[src/rtl/ppd_pkg.sv]
// Shared types and constants of the path point densifier.
// No dependencies.
`default_nettype none
package ppd_pkg;
   localparam int SPACING_WIDTH = 16;
   localparam logic [SPACING_WIDTH-1:0] SPACING_RESET = 16'd100;

   // controller to datapath commands
   typedef struct packed {
      logic load;      // capture input word and clear counters
      logic seg_step;  // test one more segment count
      logic div_start; // start division for current point
      logic div_step;  // one quotient bit for x and y
      logic out_load;  // latch current point into output register
      logic wp_sel;    // pick the waypoint itself for the output word
      logic commit;    // move input word into previous point
   } cmd_type;

   // datapath to controller status
   typedef struct packed {
      logic passthru;  // new path or no previous point
      logic seg_done;  // segment search finished
      logic div_done;  // both quotients ready
      logic last_pt;   // no interior point after the current index
   } stat_type;
endpackage
`default_nettype wire

[src/rtl/ppd_ctrl.sv]
// Controller of the path point densifier: sequences search, division and output.
// Depends on ppd_pkg.
`default_nettype none
module ppd_ctrl
   import ppd_pkg::*;
(
   input  wire logic clock,
   input  wire logic reset,
   input  wire logic req_fire,
   input  wire logic rsp_tready,
   input  wire stat_type stat,
   output cmd_type   cmd,
   output logic      req_tready,
   output logic      rsp_tvalid
);
   localparam logic [2:0] S_IDLE = 3'd0, S_DECIDE = 3'd1, S_SEARCH = 3'd2,
      S_DIVST = 3'd3, S_DIV = 3'd4, S_OUT = 3'd5, S_PT = 3'd6;
   logic [2:0] state_ff, state_in;
   logic vld_ff, vld_in;

   always_comb begin
      state_in = state_ff;
      vld_in = vld_ff && !rsp_tready;
      cmd = '0;
      cmd.load = req_fire;
      case (state_ff)
         S_IDLE: begin
            if (req_fire) state_in = S_DECIDE;
         end
         S_DECIDE: begin
            state_in = stat.passthru ? S_OUT : S_SEARCH;
         end
         S_SEARCH: begin
            cmd.seg_step = 1'b1;
            if (stat.seg_done) state_in = stat.last_pt ? S_OUT : S_DIVST;
         end
         S_DIVST: begin
            cmd.div_start = 1'b1;
            state_in = S_DIV;
         end
         S_DIV: begin
            cmd.div_step = !stat.div_done;
            if (stat.div_done) state_in = S_PT;
         end
         S_PT: begin
            // hold the interior point until output register is free
            if (!vld_ff || rsp_tready) begin
               cmd.out_load = 1'b1;
               vld_in = 1'b1;
               state_in = stat.last_pt ? S_OUT : S_DIVST;
            end
         end
         S_OUT: begin
            // hold the waypoint until output register is free
            if (!vld_ff || rsp_tready) begin
               cmd.out_load = 1'b1;
               cmd.wp_sel = 1'b1;
               cmd.commit = 1'b1;
               vld_in = 1'b1;
               state_in = S_IDLE;
            end
         end
         default: state_in = S_IDLE;
      endcase
   end

   always_ff @(posedge clock) begin
      if (reset) begin
         state_ff <= S_IDLE;
         vld_ff <= 1'b0;
      end else begin
         state_ff <= state_in;
         vld_ff <= vld_in;
      end
   end
   assign req_tready = (state_ff == S_IDLE);
   assign rsp_tvalid = vld_ff;
endmodule
`default_nettype wire

[config.mk]
export PLATFORM = sky130hd
export DESIGN_NAME = ppd_ctrl
export DESIGN_NICKNAME = d
export VERILOG_FILES = /design/src/rtl/ppd_pkg.sv /design/src/rtl/ppd_ctrl.sv
export SDC_FILE = /design/constraint.sdc
export NUM_CORES = 1
export LEC_CHECK = 0
export BUFFER_PORTS_ARGS = -buffer_cell sky130_fd_sc_hd__buf_2
export CAP_MARGIN = 20
export CORE_AREA = 2 2 39 41
export DETAILED_ROUTE_END_ITERATION = 16
export DIE_AREA = 0 0 41 43
export GPL_TIMING_DRIVEN = 0
export SYNTH_ARGS = -nofsm -noshare
export SYNTH_HDL_FRONTEND = slang
export SYNTH_SLANG_ARGS = --single-unit
[constraint.sdc]
create_clock -name clock -period 1.2 [get_ports clock]
set_input_delay 0.18 -clock clock [delete_from_list [all_inputs] [get_ports clock]]
set_output_delay 0.18 -clock clock [all_outputs]
set_load 0.03 [all_outputs]
Word-level counts from Yosys, hierarchy flattened
Index checks and enable logic that the tools add are counted.
{"block": "totals", "ff_bits": 4, "latch_bits": 0, "ram_bits": 0, "mem_bits_ro": 0, "input_bits": 8, "out_inout_bits": 9, "wordCells": 38, "memories": 0}
{"block": "classes", "n_addsub": 0, "n_mul": 0, "div": 0, "magnitude_cmp": 0, "n_eq_ne": 11, "shifts": 0, "mux": 17, "n_bitwise": 0, "n_reduce_logical": 8}
{"op": "3-bit 2-to-1 mux", "count": 8}
{"op": "3-bit case mux with 7 select lines", "count": 1}
{"op": "2-bit inequality test (second input constant)", "count": 5}
{"op": "3-bit == test (second input constant)", "count": 3}
{"op": "3-bit by 2-bit == test with 1-bit output (second input constant)", "count": 2}
{"op": "1-bit 2-to-1 mux", "count": 6}
{"op": "5-bit AND reduction", "count": 1}
{"op": "3-bit by 1-bit == test with 1-bit output (second input constant)", "count": 1}
{"op": "1-bit zero test", "count": 3}
{"op": "3-bit zero test", "count": 1}
{"op": "2-bit 2-to-1 mux", "count": 1}
{"op": "1-bit case mux with 2 select lines", "count": 1}
{"op": "2-bit OR reduction", "count": 1}
{"op": "1-bit logical AND", "count": 1}
{"op": "1-bit logical OR", "count": 1}

Longest topological paths before layout
Gate-level depths: netlist (run 1).
{"block": "logic_depth", "word_depth": 4, "depth_mapped": 5, "depth_no_buf": 4}

Least setup slack after synthesis (run 1)
No wires, ideal clock.
{"block": "synth_path", "path_kind": "register -> output", "from": "reg state_ff[0]", "to": "out cmd[1] (netlist bit)", "t_arrival_ns": 1.735, "required_ns": 1.020, "setup_slack_ns": -0.715, "stages_incl_launch_ff": 5, "n_path_buf": 3, "cell_sequence": "dfxtp_1 > buf_2 > buf_2 > nor3b_1 > buf_4"}
{"item": "from (decl)", "line_no": "ppd_ctrl.sv:18", "text": "logic [2:0] state_ff, state_in;"}
{"item": "from (signal assigned)", "line_no": "ppd_ctrl.sv:72", "text": "state_ff <= state_in;"}
{"item": "to (decl)", "line_no": "ppd_ctrl.sv:12", "text": "output cmd_type cmd,"}

==> qor.csv, run 1 <==
stage,metric,value,unit
placed_design,global placer's final weighted congestion,0.833,
critical_path,Setup Crit Path Kind,flop to primary output,
floorplan,initial core utilization,0.272,
pwr,Leakage,0.312,nW
sta,maximum achievable frequency,698,MHz
cells_and_area,share of final-layout standard cells stronger than drive strength 1,0.722,
sta,Final Cycle Share,1.19,
critical_path,worst flop-to-flop path endpoint,state_ff[0],
routing,ratio of routed vias to standard cells,4.92,
critical_path,worst-path cell with the longest stage delay,sky130_fd_sc_hd__dfxtp_2,
min_path,Hold Path Stages,2,
min_path,Hold Path Origin,reset,
routing,starting DRC count in detailed routing,6,
floorplan,I/O pin count,17,
critical_path,worst path cell trace,buf_6 > nand2b_4 > nor3b_4 > buf_6 > buf_6,
status,status,finished with violations,
sta,final critical-path required period,1.43,ns
yosys,Netlist Area Pre-Place,377,um2
cts,Post-CTS Hold Buffers,0,
critical_path,origin of the critical flop-to-flop path,state_ff[1],
placed_design,detailed placer's ending HPWL,649,um
routing,number of detailed-routing iterations run before antenna repair,3,
yosys,Yosys top cell area share,0.213,
global_routing,GRT Residual Overflow,0,
routing,overall routed net length,1.13,mm
cts,CTS Sinks,4,
placed_design,port bufs,16,
routing,Post-DRT Antenna Nets,0,
yosys,Ys Warns,0,
pwr,"IR drop worst, VDD",994,uV
yosys,sequential fraction of the synthesis area,0.213,
yosys,syn_nets,57,
cts,CTS tree,built,
global_routing,maximum number of pins on one net before global-route repair,11,
sta,count of final hold-check violations,0,
critical_path,CP Max Fanout,5,
pwr,power density normalized to cell area,2590,nW/um2
critical_path,Reg2Reg Depth,7,
routing,total number of vias,467,
floorplan,Cell Rows,14,
cells_and_area,Layout area overhead,90.4,%
critical_path,Max stage delay on crit path,0.31,ns
sta,Worst Max-Slew Pin Slew,0.225,ns
global_routing,Tot GR Track Use,0.141,
min_path,Worst Hold Path EP,state_ff[2],
yosys,number of distinct standard cells referenced by the synthesized netlist,22,
yosys,biggest area contributors in the synthesized netlist,"sky130_fd_sc_hd__dfxtp_1 (21%), sky130_fd_sc_hd__a221oi_2 (8.0%), sky130_fd_sc_hd__a21oi_1 (6.6%), sky130_fd_sc_hd__nor2_1 (6.0%), sky130_fd_sc_hd__nor3_1 (5.3%)",
global_routing,global-route wire length before repair,1.64,mm
min_path,class of the worst hold path,input pin to flop,
routing,routed wire length per instance,11.9,um
sta,Slew headroom,0.847,
floorplan,width of the die,41,um
cts,maximum count of clock buffers along a single path,2,
sta,RSZ-0062 raised after global routing,yes,
critical_path,most prevalent standard cell on the critical path,sky130_fd_sc_hd__buf_6,
yosys,#FFs+latches synth,4,
critical_path,critical path startpoint category,flop,
sta,Total Neg Setup Slack,-1.57,ns
critical_path,category of the worst setup path capture point,primary output,
cts,H-Tree Level Count,1,
cts,clock latency of the later-clocked register in the worst-skew pair,0.24,ns
global_routing,vias in the first global route,392,
status,violated checks,negative setup slack,
critical_path,data arrival time of the critical path,1.25,ns
floorplan,y dimension of the die,43,um
run,max cap viols,0,
sta,final critical-path setup slack,-0.232,ns
global_routing,antenna violations before repair,0,
cells_and_area,number of antenna cells inserted,0,
floorplan,Floorplan Core Area,1380,um2
cts,clk root buf,sky130_fd_sc_hd__clkbuf_4,
cells_and_area,net count of the finished layout,88,
sta,number of pins exceeding their max-slew limit in the final report,0,
cells_and_area,share of the core filled with cells,0.518,
cts,clock slew at reported path FFs,0.04,ns
sta,final setup vio count,10,
yosys,post-synthesis cell count,49,
cts,clock buffer count from CTS,3,
routing,DRC violations left,0,
sta,setup skew after layout,0.00567,ns
critical_path,endpoint required time on the critical path,1.02,ns
placed_design,post-place setup slack,-0.128,ns
yosys,Syn Area/Cell,7.69,um2
floorplan,die area,1760,um2
yosys,post-synth top area cell,sky130_fd_sc_hd__dfxtp_1,
critical_path,Register-to-Register Setup Slack,-0.15,ns
[through the flow]
stage / instance area [um2] / std cells / power (mW) / hold WS, ns
floorplan: 439 / 49 / 1.08 / 0.239
finish: 717 / 95 / 1.86 / 0.177
global route: 717 / 95 / 1.99 / 0.166
global placement: 539 / 81 / 1.25 / 0.428
detailed placement: 539 / 81 / 1.26 / 0.423
CTS: 657 / 92 / 1.69 / 0.163
[cell usage in the layout, fill, tap and decap left out, types with 2 or more instances in the layout]
master and instances:
sky130_fd_sc_hd__clkbuf_4 3, sky130_fd_sc_hd__dfxtp_2 3, sky130_fd_sc_hd__nor2_2 3, sky130_fd_sc_hd__a21oi_1 5, sky130_fd_sc_hd__o21ai_0 2, sky130_fd_sc_hd__buf_4 13
sky130_fd_sc_hd__nor3_4 2, sky130_fd_sc_hd__buf_2 10, sky130_fd_sc_hd__nand2_1 3, sky130_fd_sc_hd__nor2_1 4, sky130_fd_sc_hd__buf_6 8, sky130_fd_sc_hd__a221oi_2 2
sky130_fd_sc_hd__nand3_1 2, sky130_fd_sc_hd__nor3b_4 2, sky130_fd_sc_hd__nand2b_1 2
[critical path: cells and delay by family (launching register included)]
| kind | cells | cell delay [ns] |
|---|---|---|
| DFF | 1 | 0.31 |
| and+or+nand+nor | 2 | 0.34 |
| buffers and inverters | 3 | 0.35 |
[per-layer routing]
layer / share of wire / vias to the layer above / track usage
met5: 0 / - / 0
met4: 0.017 / 0 / 0.0400
met3: 0.067 / 4 / 0.0628
met2: 0.51 / 18 / 0.209
met1: 0.41 / 213 / 0.177
li1: - / 232 / -
[cells in the mapped netlist, drive strengths merged]
cell type,number
nor2,7
buf,6
a21oi,5
dfxtp,4
nand2,4
nor3,4
nand2b,3
o21ai,3
a221oi,2
nand3,2
nor2b,2
nor3b,2
a311oi,1
inv,1
mux2i,1
o221a,1
xor2,1
[power breakdown]
group,switching [mW],total [mW],internal (mW)
sequential,0.0419,0.239,0.197
clock,0.0624,0.188,0.125
combinational,0.735,1.43,0.699
total,0.839,1.86,1.02
[state kept, by name (all words and copies together) (netlist names)]
signal and flops:
rsp_tvalid 1, state_ff 3
[cells by family (layout without fill, tap and decap cells)]
logic type,count (synthesis),after routing,share of synthesized area
and+or+nand+nor,24,24,0.339
xor gates and xnor gates,1,1,0.0233
AOI/OAI and AO/OA,12,12,0.279
buffers and inverters,7,37,0.120
DFF,4,4,0.213
muxes,1,1,0.0266
[layout make-up]
class,instances,area (um2)
Clock buffer,4,26.3
Buffer,6,63.8
Tap cell,16,20.0
Sequential cell,4,87.6
Inverter,1,6.26
Fill cell,138,667
Timing Repair Buffer,26,189
Multi-Input combinational cell,38,324
[worst max-delay path by stage]
stage | from | endpoint | slack (ns) | depth (start not counted)
2_1_floorplan | state_ff[1] | cmd[1] | -0.17 | 4
3_3_place_gp | state_ff[2] | state_ff[0] | -0.14 | 5
3_5_place_dp | rsp_tvalid | state_ff[1] | -0.13 | 4
4_1_cts | state_ff[1] | cmd[1] | -0.25 | 5
5_1_grt | state_ff[1] | cmd[1] | -0.29 | 5
6_report | state_ff[1] | cmd[1] | -0.23 | 5
[what timing repair did]
| item | CTS | global route |
|---|---|---|
| resized for setup | 14 | 10 |
| endpoints found under the setup margin | 10 | 10 |
| buffers inserted | 7 | 3 |
| pin swaps | 1 | 2 |
No activity file was read; power rests on OpenSTA's default activity.
==> run 2: changes to the inputs <==
--- a/config.mk
+++ b/config.mk
@@ -7,10 +7,11 @@
 export LEC_CHECK = 0
 export BUFFER_PORTS_ARGS = -buffer_cell sky130_fd_sc_hd__buf_2
 export CAP_MARGIN = 20
-export CORE_AREA = 2 2 39 41
+export CORE_AREA = 3 3 40 42
 export DETAILED_ROUTE_END_ITERATION = 16
-export DIE_AREA = 0 0 41 43
+export DIE_AREA = 0 0 43 45
 export GPL_TIMING_DRIVEN = 0
+export SLEW_MARGIN = 0
 export SYNTH_ARGS = -nofsm -noshare
 export SYNTH_HDL_FRONTEND = slang
 export SYNTH_SLANG_ARGS = --single-unit
==> run 2 against run 1 <==
Net effect:
- the flow still finishes with violations (negative setup slack)
- maximum frequency shrank 0.25%
- clock power about the same
- utilization increased by 5.3 points
- worst hold slack worse by 0.0084 ns
- register-to-register slack better by 0.03 ns
- die area up 9.8%
- non-clock buffer count rose by 1
- sequential share of layout area down 0.44 points
- design area increased by 2.3%
- largest power group unchanged
- worst setup slack got worse by 0.0036 ns
- global-route usage is 1.5 points lower
- clock-buffer cell count unchanged
==> qor.csv, run 2 (synthesis gave the netlist of run 1 again) <==
stage,metric,value,unit,change
status,status,finished with violations,,unchanged
status,violated checks,negative setup slack,,unchanged
cts,maximum count of clock buffers along a single path,2,,unchanged
global_routing,GRT Residual Overflow,0,,unchanged
critical_path,endpoint required time on the critical path,1.02,ns,about the same
cts,clk root buf,sky130_fd_sc_hd__clkbuf_4,,unchanged
critical_path,Setup Crit Path Kind,flop to primary output,,unchanged
run,max cap viols,0,,unchanged
cells_and_area,share of final-layout standard cells stronger than drive strength 1,0.725,,was 0.722
sta,number of pins exceeding their max-slew limit in the final report,0,,unchanged
cells_and_area,net count of the finished layout,89,,was 88
routing,total number of vias,465,,was 467
global_routing,global-route wire length before repair,1.90,mm,was 1.64 mm
placed_design,detailed placer's ending HPWL,686,um,was 649 um
sta,final setup vio count,10,,unchanged
sta,setup skew after layout,0.00654,ns,was 0.00567 ns
critical_path,data arrival time of the critical path,1.26,ns,was 1.25 ns
pwr,power density normalized to cell area,2530,nW/um2,was 2590 nW/um2
critical_path,CP Max Fanout,6,,was 5
sta,count of final hold-check violations,0,,unchanged
placed_design,global placer's final weighted congestion,0.824,,was 0.833
cells_and_area,count of fill cells added during filler insertion,116,,was 138
sta,Worst Max-Slew Pin Slew,0.206,ns,was 0.225 ns
sta,final critical-path setup slack,-0.236,ns,was -0.232 ns
global_routing,Tot GR Track Use,0.126,,was 0.141
floorplan,y dimension of the die,45,um,was 43 um
routing,starting DRC count in detailed routing,10,,was 6
placed_design,port bufs,16,,unchanged
cells_and_area,Layout area overhead,94.7,%,was 90.4%
sta,RSZ-0062 raised after global routing,yes,,unchanged
cts,clock buffer count from CTS,3,,unchanged
sta,Final Cycle Share,1.20,,was 1.19
sta,maximum achievable frequency,696,MHz,was 698 MHz
cells_and_area,FF/Latch Area,86.3,um2,was 87.6 um2
cells_and_area,footprint of the multi-input gates,335,um2,was 324 um2
cts,clock latency of the later-clocked register in the worst-skew pair,0.24,ns,about the same
routing,number of detailed-routing iterations run before antenna repair,4,,was 3
critical_path,category of the worst setup path capture point,primary output,,unchanged
sta,Slew headroom,0.863,,was 0.847
pwr,Total Power Consumption,1.85,mW,was 1.86 mW
cells_and_area,most used cells in the layout excluding fill and tap cells,"sky130_fd_sc_hd__buf_4 (14), sky130_fd_sc_hd__buf_2 (10), sky130_fd_sc_hd__buf_6 (8)",,"was sky130_fd_sc_hd__buf_4 (13), sky130_fd_sc_hd__buf_2 (10), sky130_fd_sc_hd__buf_6 (8)"
routing,routed wire length per instance,11.8,um,was 11.9 um
cells_and_area,"most common cell after layout, fill and taps aside",sky130_fd_sc_hd__buf_4,,unchanged
routing,DRC violations left,0,,unchanged
global_routing,maximum number of pins on one net before global-route repair,11,,unchanged
cts,clock slew at reported path FFs,0.04,ns,about the same
cells_and_area,register containing the most flip-flops in the final layout,state_ff,,unchanged
global_routing,antenna violations before repair,0,,unchanged
floorplan,initial core utilization,0.293,,was 0.272
pwr,Leakage,0.318,nW,was 0.312 nW
floorplan,die area,1940,um2,was 1760 um2
placed_design,cell count after placement,80,,was 81
global_routing,vias in the first global route,459,,was 392
routing,ratio of routed vias to standard cells,4.89,,was 4.92
routing,Post-DRT Antenna Nets,0,,unchanged
floorplan,Cell Rows,13,,was 14
cells_and_area,"count of placed standard cells in the final layout, fillers left out",95,,unchanged
cts,CTS tree,built,,unchanged
routing,overall routed net length,1.12,mm,was 1.13 mm
cells_and_area,number of flip-flops under the largest register name,3,,unchanged
cells_and_area,number of antenna cells inserted,0,,unchanged
cts,CTS Sinks,4,,unchanged
min_path,class of the worst hold path,input pin to flop,,unchanged
cts,H-Tree Level Count,1,,unchanged
sta,final critical-path required period,1.44,ns,was 1.43 ns
pwr,"IR drop worst, VDD",1460,uV,was 994 uV
critical_path,critical path startpoint category,flop,,unchanged
floorplan,width of the die,43,um,was 41 um
floorplan,Floorplan Core Area,1280,um2,was 1380 um2
floorplan,I/O pin count,17,,unchanged
[run 2: power by group]
group	internal [mW]	total [mW]	switching (mW)
clock	0.125	0.185	0.0602
combinational	0.712	1.42	0.706
sequential	0.193	0.251	0.0578
[run 2: metal layers]
| layer | GRT usage | up-vias | wire, um |
|---|---|---|---|
| met5 | 0 | - | 0 |
| met4 | 0.0542 | 0 | 0 |
| met3 | 0.0159 | 0 | 39 |
| met2 | 0.225 | 8 | 591 |
| met1 | 0.151 | 217 | 487 |
| li1 | - | 240 | - |
[run 2: stage by stage]
| stage | util | instance area, um2 | setup TNS [ns] | hold slack (ns) | setup slack, ns |
|---|---|---|---|---|---|
| floorplan | - | 439 | -0.489 | 0.239 | -0.172 |
| detailed placement | 0.419 | 538 | -0.584 | 0.410 | -0.142 |
| global placement | 0.419 | 538 | -0.645 | 0.421 | -0.163 |
| finish | 0.571 | 733 | -1.39 | 0.168 | -0.236 |
| global route | 0.571 | 733 | -1.92 | 0.172 | -0.300 |
| CTS | 0.514 | 661 | -1.46 | 0.165 | -0.238 |
[run 2: area by class of cell]
class / instances / share of cell area
inverter: 1 / 0.00853
timing repair buffer: 27 / 0.263
buffer: 6 / 0.0922
sequential: 4 / 0.118
tap: 15 / 0.0256
multi-input combinational: 38 / 0.457
clock buffer: 4 / 0.0358
[run 2: timing repair]
action,in CTS,in global routing
setup endpoints to repair,10,10
hold buffers,0,0
buffers inserted,8,3
resized for setup,13,11
pin swaps,2,6
[run 2: critical path, cell delays in order (launching register included)]
cell and delay, ns:
sky130_fd_sc_hd__dfxtp_2 0.32, sky130_fd_sc_hd__buf_6 0.13, sky130_fd_sc_hd__nand2b_4 0.16, sky130_fd_sc_hd__nor3b_4 0.19
sky130_fd_sc_hd__buf_6 0.12, sky130_fd_sc_hd__buf_6 0.11
[run 2: worst paths after layout]
path / startpoint / endpoint / slack [ns] / cells after the start
setup / recovery: state_ff[1] / cmd[1] / -0.24 / 5
hold / removal: reset / rsp_tvalid / 0.17 / 2
setup reg to reg: state_ff[0] / state_ff[1] / -0.12 / 5
hold reg to reg: state_ff[2] / state_ff[0] / 0.73 / 3
